**config.mk**
```make
export PLATFORM = sky130hd
export DESIGN_NAME = heq_ram
export DESIGN_NICKNAME = d
export VERILOG_FILES = /design/src/hdl/heq_ram.sv
export SDC_FILE = /design/constraint.sdc
export NUM_CORES = 2
export LEC_CHECK = 0
export CORE_ASPECT_RATIO = 1.4
export CORE_MARGIN = 2
export CORE_UTILIZATION = 25
export CTS_CLUSTER_DIAMETER = 50
export CTS_CLUSTER_SIZE = 12
export DETAILED_ROUTE_END_ITERATION = 12
export DONT_BUFFER_PORTS = 1
export RECOVER_POWER = 100
export SYNTH_ARGS = -nofsm -noshare
export SYNTH_HDL_FRONTEND = slang
export SYNTH_SLANG_ARGS = --single-unit
```
**constraint.sdc**
```tcl
create_clock -name clock -period 2.5 [get_ports clock]
set_input_delay 0.125 -clock clock [delete_from_list [all_inputs] [get_ports clock]]
set_output_delay 0.125 -clock clock [all_outputs]
set_load 0.05 [all_outputs]
```
**src/hdl/heq_ram.sv**
```systemverilog
// Generic single-write, single-read RAM with registered read data.
module heq_ram #(
   parameter int WIDTH = 8,
   parameter int DEPTH = 256
) (
   input  logic                     clock,
   input  logic                     wr_en,
   input  logic [$clog2(DEPTH)-1:0] wr_addr,
   input  logic [WIDTH-1:0]         wr_data,
   input  logic [$clog2(DEPTH)-1:0] rd_addr,
   output logic [WIDTH-1:0]         rd_data
);

   logic [WIDTH-1:0] mem_ff [DEPTH];
   logic [WIDTH-1:0] rd_data_ff;

   always_ff @(posedge clock) begin
      if (wr_en) begin
         mem_ff[wr_addr] <= wr_data;
      end
      rd_data_ff <= mem_ff[rd_addr];
   end

   assign rd_data = rd_data_ff;

endmodule

```
==> results <==
- In this run, placement finished with an instance count of 8,146.
- For this run, the post-layout net count is 4,198.
- The die outline width is 480.8 µm.
- The post-placement setup slack is -1040 ps.
- The transition time at the pin with the least slew margin is 2445 ps.
- TritonCTS created 198 clock buffers.
- The number of nets with antenna violations after routing is 0.
- Counting every net in the synthesized netlist gives 3,759.
- The most common library cell in the layout ignoring fill and taps is edfxtp_1.
- For this configuration, the core starts out at a cell density of 25.08%.
- The combined area of all synthesized cells is 79,560 µm².
- The clock tree synthesis step divided the H-tree into 4 levels.
- Across the whole layout, storage elements account for 61,660 µm².
- Setup repair after global routing left no endpoint under its margin.
- The number of global-route vias before repair is 40,570.
- The netlist uses 55 different library cells.
- Traced cell by cell, the critical path runs through mux4_2 -> a22oi_1 -> a31oi_1 -> nor4_1 -> clkbuf_1 -> nor4_1.
- The synthesized design devotes to its leading area cell type 77.30% of total area.
- The required time of the critical path is 3190 ps.
- The buffers inserted during post-CTS setup optimization is 0.
- Summed over all failing endpoints, the final setup total negative slack is -5005 ps.
- Power spread over the standard cell area amounts to 733.8 nW/µm².
- The max capacitance violation total is 2.
- The total overflow left after global routing is 0.
- For this run, the slowest stage of the critical path takes 1340 ps.
- The analysis attributes to cell leakage a power of 27.39 nW.
- The count of buffers inserted at the top-level ports is 0.
- The run finished, with violations left.
- In the synthesized netlist the async set-or-reset flop fraction comes to 0%.
- After detailed routing, the average wire length per cell comes to 24.05 µm.
- The placer's final routability congestion estimate is 0.8046.
- The kind of launch point of the worst setup path is a primary input.
- The top cell types in the final layout, fill and taps aside, are edfxtp_1, mux4_2, nor2_1, clkbuf_1, clkbuf_16.
- The tightest hold path in the finished design has a slack of -502.4 ps.
- Setup slack on the critical path of the routed design comes to -821.0 ps.
- The area of the die is 322,800 µm².
- For this design, the slowest cell found on the critical path is mux4_2.
- Compared with the post-synthesis result, the final layout area differs by 15.26%.
- The utilization of the core after routing is 28.90%.
- The checks that failed: negative hold slack, max-capacitance violations, max-slew violations, negative setup slack.
- The worst hold path class is in2reg.
- The initial antenna violation count is 14.
- The routed layout has 38,940 vias.
- The filler cells instantiated in the layout total 30,990.
- Counting along the longest clock path gives a buffer depth of 4.
- The minimum period implied by the final worst setup slack is 3321 ps.
- In this design, the critical path's most frequently occurring cell is nor4_1.
- Static timing analysis puts the maximum clock frequency at 301.1 MHz.
- The footprint of the multi-input gates is 16,560 µm².
- In this run, synthesis produced a sequential element count of 2,056.
- The arrival time at the worst endpoint is 4010 ps.
- The violation count after the first detailed-routing iteration is 3,731.
- The number of endpoints with negative hold slack in the final report was 1,004.
- Dividing the final minimum period by the clock period gives 132.8%.
- The largest net degree at the start of global routing is 579.
- In this run, synthesis inferred 2,048 flip-flops with an integrated enable.
- The chip height is 671.5 µm.
- The first global-routing pass estimated 291,100 µm of wire.
- CTS saw 2,056 sinks.
- STA classifies the critical path endpoint as a flip-flop.
- The average cell area after synthesis is 21.31 µm².
- The share of the Yosys chip area taken by registers is 77.50%.
- During synthesis, Yosys emitted a total of 0 warnings.
- Synthesis handed over a netlist of 3,733 instances.
- In this run the standard cell core region covers 317,300 µm².
- The fraction of final layout cells with drive strength greater than 1 is 21.88%.
- After synthesis, the cell types taking the most area are edfxtp_1, mux4_2, mux2i_1.
- The CTS tree is built.
- The finished layout holds 8,442 standard cells, fillers aside.
- The aggregate global-route resource usage is 12.22%.
- The final layout contains routed wiring with a total length of 203,100 µm.
- The top-level port count is 34.
- After detailed routing, the number of remaining DRC violations is 0.
- The worst clock skew is 43.47 ps.
- Summed over all instances, the cell type with the most area after synthesis is edfxtp_1.
- For the worst-skew pair, the clock arrives at the later sink with an insertion delay of 830 ps.
- The cell chosen for the clock root is clkbuf_16.
- The number of iterations in the first detailed-routing pass is 8.
- Of all nets on the critical path, the largest fanout is 578.
- Clock-pin slew was measured on the worst setup and hold paths at 60 ps.
- The via density per instance is 4.613.
- The setup path with the least slack is of type in2reg.
- The headroom to the max-slew limit is -62.97%.
- The number of pins exceeding their max-slew limit in the final report is 640.
- Among all flip-flop cells after synthesis, the most frequent one is edfxtp_1.
- Setup violations remaining at the end of the flow were counted as 14.
- The floorplan has 245 rows.
- The post-detailed-placement half-perimeter wirelength is 118,400 µm.
- Across the VDD grid, the largest voltage drop is 574.2 µV.
==> flip-flops by register name, summed over array words and instances (netlist names) <==
register	cells
rd_data	8
mem_ff	2048
==> final timing paths <==
kind | from | endpoint | slack [ps] | cells after the start
worst max-delay path | rd_addr[0] | rd_data[5]$_DFF_P_ | -820 | 6
worst min-delay path | wr_data[7] | mem_ff[155][7]$_DFFE_PP_ | -500 | 0
worst max register to register | mem_ff[143][4]$_DFFE_PP_ | rd_data[4]$_DFF_P_ | 0 | 6
worst min register to register | mem_ff[32][5]$_DFFE_PP_ | rd_data[5]$_DFF_P_ | 1120 | 7
==> metal layers <==
layer,vias up,GRT usage (%),share of wire [%]
met5,-,0,0.020
met4,6,5.221,4.7
met3,382,2.089,6.7
met2,1362,22.18,53
met1,20730,14.01,36
li1,16470,-,-
==> cell type report <==
type                    count  share of cell area, %
diodes                      7                0.01910
clock buffers             253                  5.675
clock inverters            11                 0.1528
inverters                   2               0.008187
multi-input cells        1442                  18.06
flip-flops and latches   2056                  67.24
well taps                4199                  5.730
repair buffers            472                  3.112
==> critical path: cells and delay by family <==
family                 cells  cell delay (ps)
muxes                      1             1340
and+or+nand+nor            2              680
AOI/OAI and AO/OA          2              450
buffers and inverters      1              290
==> power breakdown <==
part           total [mW]  switching [mW]  internal (mW)  leakage (nW)
sequential           38.2           0.180           38.0          18.5
combinational        2.61            1.31           1.30          6.33
clock                26.5            12.0           14.5          2.59
total                67.3            13.5           53.8          27.4
==> kinds of logic (layout without fill, tap and decap cells) <==
logic type             after synthesis  in the layout  share of synthesized area [%]
other                                0              7                              0
AO/OA/AOI/OAI                      385            385                          3.419
buffers and inverters              235            738                          1.831
flip-flops                        2056           2056                          77.50
multiplexers                       591            591                          14.62
AND/OR/NAND/NOR                    466            466                          2.628
==> cells in the mapped netlist, types with 22 or more instances <==
cell type / number
clkbuf_1: 111
nand3_1: 34
buf_1: 22
o221ai_1: 46
nand2_1: 33
nor4_1: 24
o22ai_1: 28
mux2i_1: 134
nor2_1: 282
mux4_2: 454
edfxtp_1: 2048
buf_2: 31
a21oi_1: 96
a22oi_1: 133
buf_4: 27
nor2b_1: 31
nor3_1: 22
==> metrics by stage <==
stage | area, µm² | hold slack (ps) | total power [mW]
3_5_place_dp | 86980 | 307.1 | 41.27
2_1_floorplan | 79560 | 223.9 | 40.69
6_report | 91700 | -502.4 | 67.29
4_1_cts | 92580 | -580.7 | 67.61
3_3_place_gp | 86980 | 306.7 | 41.28
5_1_grt | 91690 | -552.1 | 68.99
==> timing repair <==
action | 4_1_cts | 5_1_grt
hold endpoints to repair | 2894 | 1804
resized for setup | 11 | 3
hold buffers | 19 | 6
endpoints found under the setup margin | 5 | 8
(Power assumes the default switching activity.)
