===== config.mk =====
export PLATFORM = sky130hd
export DESIGN_NAME = heq_divider
export DESIGN_NICKNAME = d
export VERILOG_FILES = /design/src/hdl/histeq_pkg.sv /design/src/hdl/heq_divider.sv
export SDC_FILE = /design/constraint.sdc
export NUM_CORES = 1
export LEC_CHECK = 0
export ABC_AREA = 1
export BUFFER_PORTS_ARGS = -buffer_cell sky130_fd_sc_hd__buf_2
export CAP_MARGIN = 20
export CORE_ASPECT_RATIO = 1.5
export CORE_MARGIN = 2
export CORE_UTILIZATION = 40
export CTS_CLUSTER_DIAMETER = 100
export DETAILED_ROUTE_END_ITERATION = 7
export GPL_TIMING_DRIVEN = 1
export REMOVE_ABC_BUFFERS = 1
export SKIP_CTS_REPAIR_TIMING = 1
export SLEW_MARGIN = 20
export SYNTH_ARGS = -nofsm -noshare
export SYNTH_HDL_FRONTEND = slang
export SYNTH_SLANG_ARGS = --single-unit

===== constraint.sdc =====
create_clock -name clock -period 2.9 [get_ports clock]
set_clock_uncertainty 0.2 [all_clocks]
set_input_delay 0.58 -clock clock [delete_from_list [all_inputs] [get_ports clock]]
set_output_delay 0.58 -clock clock [all_outputs]
set_load 0.02 [all_outputs]

===== src/hdl/histeq_pkg.sv =====
// Shared constants and types for the histogram equalizer.
package histeq_pkg;

   localparam int CSR_W           = 13;
   localparam int PIX_W           = 8;
   localparam int LEVELS          = 256;
   localparam int LEVEL_W         = 8;
   localparam int MAX_DIM_DEFAULT = 4096;
   localparam int CSR_IDX_W       = 1;

   localparam logic [CSR_IDX_W-1:0] CSR_IMAGE_WIDTH  = 1'b0;
   localparam logic [CSR_IDX_W-1:0] CSR_IMAGE_HEIGHT = 1'b1;

   localparam logic CMD_ACCUMULATE = 1'b0;
   localparam logic CMD_MAP        = 1'b1;

   typedef struct packed {
      logic busy;
      logic done;
   } div_status_type;

endpackage


===== src/hdl/heq_divider.sv =====
// Iterative divider that forms floor(255*cum/total), saturated to 255, one bit a cycle.
module heq_divider #(
   parameter int CNT_W = 25
) (
   input  logic                               clock,
   input  logic                               reset,
   input  logic                               start,
   input  logic [CNT_W-1:0]                   cum,
   input  logic [CNT_W-1:0]                   total,
   output histeq_pkg::div_status_type         status,
   output logic [histeq_pkg::LEVEL_W-1:0]     quotient
);

   localparam int LW = histeq_pkg::LEVEL_W;
   localparam int STEP_W = $clog2(LW + 1);

   logic [CNT_W:0]        rem_ff, rem_in;
   logic [LW-1:0]         low_ff, low_in;
   logic [LW-1:0]         q_ff, q_in;
   logic [STEP_W-1:0]     step_ff, step_in;
   logic                  busy_ff, busy_in;
   logic                  done_ff, done_in;
   logic [CNT_W+LW-1:0]   prod;
   logic [CNT_W:0]        trial;

   always_comb begin
      prod    = {cum, {LW{1'b0}}} - {{LW{1'b0}}, cum};
      trial   = {rem_ff[CNT_W-1:0], low_ff[LW-1]};
      rem_in  = rem_ff;
      low_in  = low_ff;
      q_in    = q_ff;
      step_in = step_ff;
      busy_in = busy_ff;
      done_in = 1'b0;
      if (start) begin
         if (cum >= total) begin
            q_in    = {LW{1'b1}};
            done_in = 1'b1;
            busy_in = 1'b0;
         end else begin
            rem_in  = {1'b0, prod[CNT_W+LW-1:LW]};
            low_in  = prod[LW-1:0];
            q_in    = '0;
            step_in = STEP_W'(LW);
            busy_in = 1'b1;
         end
      end else if (busy_ff) begin
         if (trial >= {1'b0, total}) begin
            rem_in = trial - {1'b0, total};
            q_in   = {q_ff[LW-2:0], 1'b1};
         end else begin
            rem_in = trial;
            q_in   = {q_ff[LW-2:0], 1'b0};
         end
         low_in  = {low_ff[LW-2:0], 1'b0};
         step_in = step_ff - 1'b1;
         if (step_ff == STEP_W'(1)) begin
            busy_in = 1'b0;
            done_in = 1'b1;
         end
      end
   end

   always_ff @(posedge clock) begin
      if (reset) begin
         busy_ff <= 1'b0;
         done_ff <= 1'b0;
         step_ff <= '0;
      end else begin
         busy_ff <= busy_in;
         done_ff <= done_in;
         step_ff <= step_in;
      end
      rem_ff <= rem_in;
      low_ff <= low_in;
      q_ff   <= q_in;
   end

   assign status.busy = busy_ff;
   assign status.done = done_ff;
   assign quotient    = q_ff;

endmodule


==> results of run 1 <==
==> worst max-delay path, delay by kind of cell, from the launching register on <==
| family | cells | cell delay (ns) |
|---|---|---|
| DFF | 1 | 0.36 |
| and+or+nand+nor | 11 | 1.09 |
| buffers and inverters | 2 | 0.16 |
| adders and majority gates | 2 | 0.60 |
==> cells in the final DEF (no fill, tap or decap), types with 5 or more instances in the layout <==
| cell | instances |
|---|---|
| xnor2_1 | 9 |
| buf_2 | 62 |
| or2_2 | 5 |
| buf_4 | 43 |
| a21oi_1 | 57 |
| nand3b_1 | 10 |
| nand3_1 | 91 |
| clkbuf_16 | 5 |
| ha_1 | 70 |
| o21a_1 | 6 |
| nand4_1 | 47 |
| dfxtp_1 | 6 |
| o21ai_0 | 24 |
| nor3_1 | 6 |
| nor2_1 | 82 |
| nand2_1 | 358 |
| edfxtp_1 | 41 |
| o21bai_1 | 6 |
| xor2_1 | 16 |
| inv_1 | 173 |
==> per-layer routing <==
metal / track usage / vias to the layer above / wire, µm
met5: 0 / - / 0
met4: 0.146 / 0 / 1290
met3: 0.0212 / 64 / 776
met2: 0.488 / 188 / 11400
met1: 0.279 / 3141 / 8110
li1: - / 3632 / -
==> where the power goes <==
group          switching (mW)  leakage (nW)  internal [mW]  total (mW)
logic                    1.23          3.55          0.763        1.99
registers              0.0713         0.457          0.894       0.965
clock network           0.256        0.0671          0.311       0.567
==> per-stage QoR <==
stage	hold slack, ns	util	cells
after floorplan	0.266	-	1039
after global placement	0.296	0.460	1354
after detailed placement	0.298	0.460	1354
after CTS	0.289	0.468	1361
after global routing	0.292	0.468	1361
final	0.294	0.468	1361
==> sequential cells by signal, indices dropped and copies added (netlist names) <==
signal	flops
rem_ff	25
low_ff	8
quotient	8
step_ff	4
busy_ff	1
done_ff	1
==> cells by family after synthesis <==
group,Yosys count,share of synthesized area
simple gates,617,0.416
buf+inv,196,0.118
fa+ha+maj,71,0.138
flops,47,0.208
xor+xnor,25,0.0337
compound gates,102,0.0871
==> worst max-delay path by stage <==
stage	start	end	slack (ns)	cells past startpoint
global route	low_ff[7]$_DFFE_PP_	rem_ff[22]$_DFFE_PP_	0.06	15
floorplan	total[16]	low_ff[0]$_SDFFCE_PN0P_	-0.12	10
global placement	total[7]	rem_ff[24]$_DFFE_PP_	-0.03	15
CTS	low_ff[7]$_DFFE_PP_	rem_ff[22]$_DFFE_PP_	0.24	15
finish	low_ff[7]$_DFFE_PP_	rem_ff[22]$_DFFE_PP_	0.25	15
detailed placement	total[0]	rem_ff[22]$_DFFE_PP_	-0.02	15
==> layout make-up <==
| class | count | share of cell area |
|---|---|---|
| clock inverters | 2 | 0.00117 |
| well taps | 206 | 0.0343 |
| flip-flops and latches | 47 | 0.180 |
| multi-input cells | 815 | 0.584 |
| repair buffers | 109 | 0.0950 |
| clock buffers | 5 | 0.0167 |
| inverters | 177 | 0.0885 |
==> metrics.md, run 1 <==
| Metric | Value |
|---|---|
| Number of global-route vias before repair | about 7000 |
| GP Congestion | a little under 1 |
| Cells on worst reg2reg path | 15 |
| Post-synth top area share | 0.207 |
| Multi-input gate area | ~4400 µm² |
| HPWL Detailed | about 19000 µm |
| Slowest CP cell | fa_1 |
| Max-Cap Viols | 0 |
| Hold Crit Class | in -> reg |
| Worst path cell trace | inv_1 -> ha_1 -> inv_1 -> fa_1 -> nand2_1 -> nand3_1 -> and2_1 -> nand2_1 -> nand2_1 -> nand2_1 -> nand3_1 -> nand2_1 -> nand3_1 -> nand2_1 -> nand2_1 |
| Place WS | -0.0177 ns |
| Filler cells | between 1500 and 2000 |
| Overflow after GRT | 0 |
| Max Slew Vio Count | 0 |
| Hold Path Sink | step_ff[1]$_SDFFE_PP0P_ |
| CTS tree | built |
| Final worst slack | between 0.2 and 0.25 ns |
| Skew-Pair Late Insertion Delay | ~0.30 ns |
| Crit path launch type | register |
| Die height | between 150 and 200 µm |
| Setup TNS Final | 0 ns |
| Total chip power | ~3.5 mW |
| Drt initial violations | 325 |
| Final Critical Period | 2.65 ns |
| Relative slew slack | 0.672 |
| Tightest Pin Transition | about 0.49 ns |
| Placed Area | approximately 7400 µm² |
| Core area | about 16000 µm² |
| Clock root buffer | clkbuf_16 |
| Seq. cell area | approximately 1400 µm² |
| Sequential cell area fraction in the yosys report | 0.208 |
| H-tree Lvls | 2 |
| Layout cell share with drive strength beyond 1 | 0.118 |
| Reg2reg start | low_ff[7]$_DFFE_PP_ |
| Setup violators final | 0 |
| CTS max path bufs | 2 |
| Leak | roughly 4.1 nW |
| Outcome | finished, final reports clean |
| Port Buffers | 62 |
| Num CTS Buffers | 5 |
| RSZ-0062 raised after global routing | false |
| Critical Path Fanout Max | 3 |
| Worst VDD drop | ~0.00023 V |
| Fmax achieved | between 0.3 and 0.4 GHz |
| Worst-path clk slew | about 0.060 ns |
| Yosys warns | 0 |
| Std cell rows | 57 |
| Worst min-delay path startpoint | reset |
| DR vias/cell | roughly 5.2 |
| DR WL/cell | 15.9 µm |
| Post-synthesis cell type count | 39 |
| Seq cells post-synth | 47 |
| Number of synthesized flops with an enable pin | 41 |
| Final ANT Viol Nets | 0 |
| Global-route wire length before repair | approximately 35000 µm |
| Max incr delay on CP | about 0.45 ns |
| Fraction of registers with async set/reset | 0 |
| Drt first pass iters | 5 |
| CP endpoint kind | register |
| Setup CP Type | reg -> reg |
| Syn Area/Cell | between 6 and 7 µm² |
| Crit path required time | about 2.8 ns |
| Top cells by count, synth | nand2_1 (358), inv_1 (173), nand3_1 (91), nor2_1 (82), ha_1 (70) |
| Die area | approximately 17000 µm² |
| Ant diodes | 0 |
| Most frequent cell after synthesis | nand2_1 |
| Final WL | approximately 22000 µm |
| Clock sink count | 47 |
| Final Cycle Share | 0.915 |
| Area grow syn2layout | 15.4% |
| Fin area | 7510 µm² |
| Tot GR Track Use | 0.261 |
| Initial antenna violation count | 0 |
| Cell area after synthesis | 6510 µm² |
| Synth top area cells | nand2_1 (21%), edfxtp_1 (19%), ha_1 (13%), inv_1 (10%), nand3_1 (7.0%) |
| Top cell by count, worst path | nand2_1 |
| Synth Instances | 1058 |
| Initial Util | 0.405 |
| DRC violations left | 0 |
| Final nets | about 1300 |
| Flop-to-flop setup slack | 0.25 ns |
| Final Hold Fails | 0 |
| R2R Path End | rem_ff[22]$_DFFE_PP_ |
| Cell Pwr Density | ~470 nW/µm² |
| Dominant synthesized flop cell | edfxtp_1 |
| Die Width | between 100 and 150 µm |
| Ports | 63 |
| Worst hold path cell count | 2 |
| Via count | ~7000 |
| Largest net degree at the start of global routing | 46 |
| WP data arrival | ~2.5 ns |
| Synth area leader | nand2_1 |
Note: power is estimated with default switching activity, not from simulation.
==> inputs of run 2 (changes only) <==
--- a/config.mk
+++ b/config.mk
@@ -10,10 +10,11 @@
 export CAP_MARGIN = 20
 export CORE_ASPECT_RATIO = 1.5
 export CORE_MARGIN = 2
-export CORE_UTILIZATION = 40
+export CORE_UTILIZATION = 56
 export CTS_CLUSTER_DIAMETER = 100
 export DETAILED_ROUTE_END_ITERATION = 7
 export GPL_TIMING_DRIVEN = 1
+export PLACE_DENSITY = 0.79
 export REMOVE_ABC_BUFFERS = 1
 export SKIP_CTS_REPAIR_TIMING = 1
 export SLEW_MARGIN = 20
==> run 2 against run 1 <==
Net effect:
- clock power increased by 2%
- combinational power barely moved
- first-iteration DRC count up 40%
- final cell count down 4.8%
- flip-flop and latch count unchanged
- die area decreased by 28%
- global-route usage grew 6.5 points
- routed wire length fell by 6.0%
- largest cell class unchanged
- largest power group unchanged
==> metrics.md, run 2 (same netlist as run 1, synthesis figures left out) <==
| Metric | Value |
|---|---|
| Outcome | finished, final reports clean |
| Final Critical Period | about 2.6 ns |
| Largest net degree at the start of global routing | 46 |
| Post-Layout Cell Count | approximately 1300 |
| Comb pwr share | 0.561 |
| Final Hold Fails | 0 |
| Die Width | a little over 90 µm |
| Final Cycle Share | 0.914 |
| Setup CP Type | reg -> reg |
| Commonest non-fill, non-tap cell in the layout | nand2_1 |
| Crit path launch type | register |
| Drt first pass iters | 5 |
| Largest Register | rem_ff |
| Placed Area | 7230 µm² |
| CTS max path bufs | 2 |
| Final nets | around 1300 |
| Fmax achieved | 0.377 GHz |
| Setup violators final | 0 |
| Crit path buffers/inverters | 2 |
| Top cell by count, worst path | nand2_1 |
| Number of global-route vias before repair | a little under 7000 |
| RSZ-0062 raised after global routing | false |
| Switch share | 0.444 |
| Clk network pwr share | 0.165 |
| Initial Util | 0.570 |
| Worst-path clk slew | 0.07 ns |
| Cells on worst reg2reg path | 15 |
| DR vias/cell | roughly 5.6 |
| DRC violations left | 0 |
| CTS tree | built |
| Crit path required time | roughly 2.7 ns |
| Switching power | approximately 1.6 mW |
| Area grow syn2layout | 13.3% |
| Port Buffers | 62 |
| Worst hold path cell count | 2 |
| H-tree Lvls | 2 |
| Hold Crit Class | in -> reg |
| Ant diodes | 0 |
| Max FFs per register | 25 |
| Worst path cell trace | inv_1 -> ha_1 -> inv_1 -> fa_1 -> nand2_1 -> nand3_1 -> and2_1 -> nand2_1 -> nand2_1 -> nand2_1 -> nand3b_1 -> nand2_1 -> nand2_1 -> nand3_1 -> nand2_1 |
| Max-Cap Viols | 0 |
| Cells after DPL | 1288 |
| Tightest Pin Transition | about 0.49 ns |
| Final WL | ~20000 µm |
| Overflow after GRT | 0 |
| Core area | between 10000 and 15000 µm² |
| Cell Pwr Density | 475 nW/µm² |
| Final ANT Viol Nets | 0 |
| Clock root buffer | clkbuf_16 |
| Hold Path Sink | step_ff[2]$_SDFFE_PP0P_ |
| Reg2reg start | low_ff[7]$_DFFE_PP_ |
| Die area | roughly 13000 µm² |
| Worst min-delay path startpoint | reset |
| Global-route wire length before repair | about 32000 µm |
| Via count | approximately 7200 |
| Power Internal | roughly 2 mW |
| Clock sink count | 47 |
| Num CTS Buffers | 5 |
| Max Slew Vio Count | 0 |
| Skew-Pair Late Insertion Delay | ~0.29 ns |
| HPWL Detailed | 16900 µm |
| Initial antenna violation count | 0 |
| Ports | 63 |
| WP data arrival | approximately 2.5 ns |
| Max incr delay on CP | about 0.44 ns |
| R2R Path End | rem_ff[14]$_DFFE_PP_ |
| CP top delay family | simple AND/OR/NAND/NOR gates |
| Critical Path Fanout Max | 3 |
| Most frequent cells in the layout | nand2_1 (358), inv_1 (173), nand3_1 (91) |
| CP endpoint kind | register |
| Fin area | between 7000 and 8000 µm² |
| Worst VDD drop | roughly 0.00027 V |
| Slowest CP cell | fa_1 |
| Die height | 136 µm |
| Drt initial violations | around 450 |
| Leak | 4.03 nW |
| Relative slew slack | 0.671 |
| Reg power frac | 0.275 |
| Std cell rows | 48 |
| Flop-to-flop setup slack | 0.25 ns |
| GP Congestion | around 1.0 |
| DR WL/cell | roughly 16 µm |
| Tot GR Track Use | 0.326 |
| Layout cell share with drive strength beyond 1 | 0.111 |
run 2: cell count changes in the layout (fill, tap and decap cells not counted), sizes merged:
cell	before	now
buf	109	99
clkbuf	5	6
clkinv	2	1
inv	177	178
run 2: worst max-delay path by stage:
stage,start,endpoint,slack (ns),cells after the start
final,low_ff[7]$_DFFE_PP_,rem_ff[14]$_DFFE_PP_,0.25,15
after global routing,low_ff[7]$_DFFE_PP_,rem_ff[22]$_DFFE_PP_,0.04,15
after CTS,low_ff[7]$_DFFE_PP_,rem_ff[14]$_DFFE_PP_,0.28,15
after detailed placement,total[0],rem_ff[14]$_DFFE_PP_,0.05,15
after global placement,total[0],rem_ff[22]$_DFFE_PP_,0.08,15
after floorplan,total[16],low_ff[0]$_SDFFCE_PN0P_,-0.12,10
run 2: power by group through the flow:
stage	Sequential, mW	Combinational, mW	Clock [mW]
finish	0.961	1.96	0.577
global route	0.971	2.20	0.602
CTS	0.958	1.94	0.586
detailed placement	0.972	1.93	0
global placement	0.969	1.90	0
floorplan	0.973	1.30	0
run 2: per-layer routing:
metal	wire (µm)	global-route usage
met5	0	0
met4	1110	0.176
met3	945	0.0238
met2	10500	0.610
met1	7800	0.363
run 2: cell type report:
type                       instances  area [µm²]
multi-input combinational        815        4390
fill                            1149        4040
sequential                        47        1350
inverter                         177         664
timing repair buffer              99         638
tap                              150         188
clock buffer                       6         129
clock inverter                     2        11.3
run 2: worst reg2reg max path, cell delays in order, from the launching register on:
cell and delay (ns):
edfxtp_1 0.37, inv_1 0.09, ha_1 0.14, inv_1 0.08, fa_1 0.44, nand2_1 0.09, nand3_1 0.08, and2_1 0.20
nand2_1 0.08, nand2_1 0.14, nand2_1 0.12, nand3b_1 0.09, nand2_1 0.09, nand2_1 0.06, nand3_1 0.07, nand2_1 0.06
run 2: stage by stage:
stage | hold slack, ns | worst slack, ns | power (mW) | TNS, ns | util
global placement | 0.302 | 0.0786 | 2.87 | 0 | 0.634
global route | 0.295 | 0.0398 | 3.77 | 0 | 0.646
floorplan | 0.266 | -0.124 | 2.27 | -4.09 | -
finish | 0.284 | 0.250 | 3.50 | 0 | 0.646
detailed placement | 0.307 | 0.0493 | 2.90 | 0 | 0.634
CTS | 0.285 | 0.281 | 3.48 | 0 | 0.646
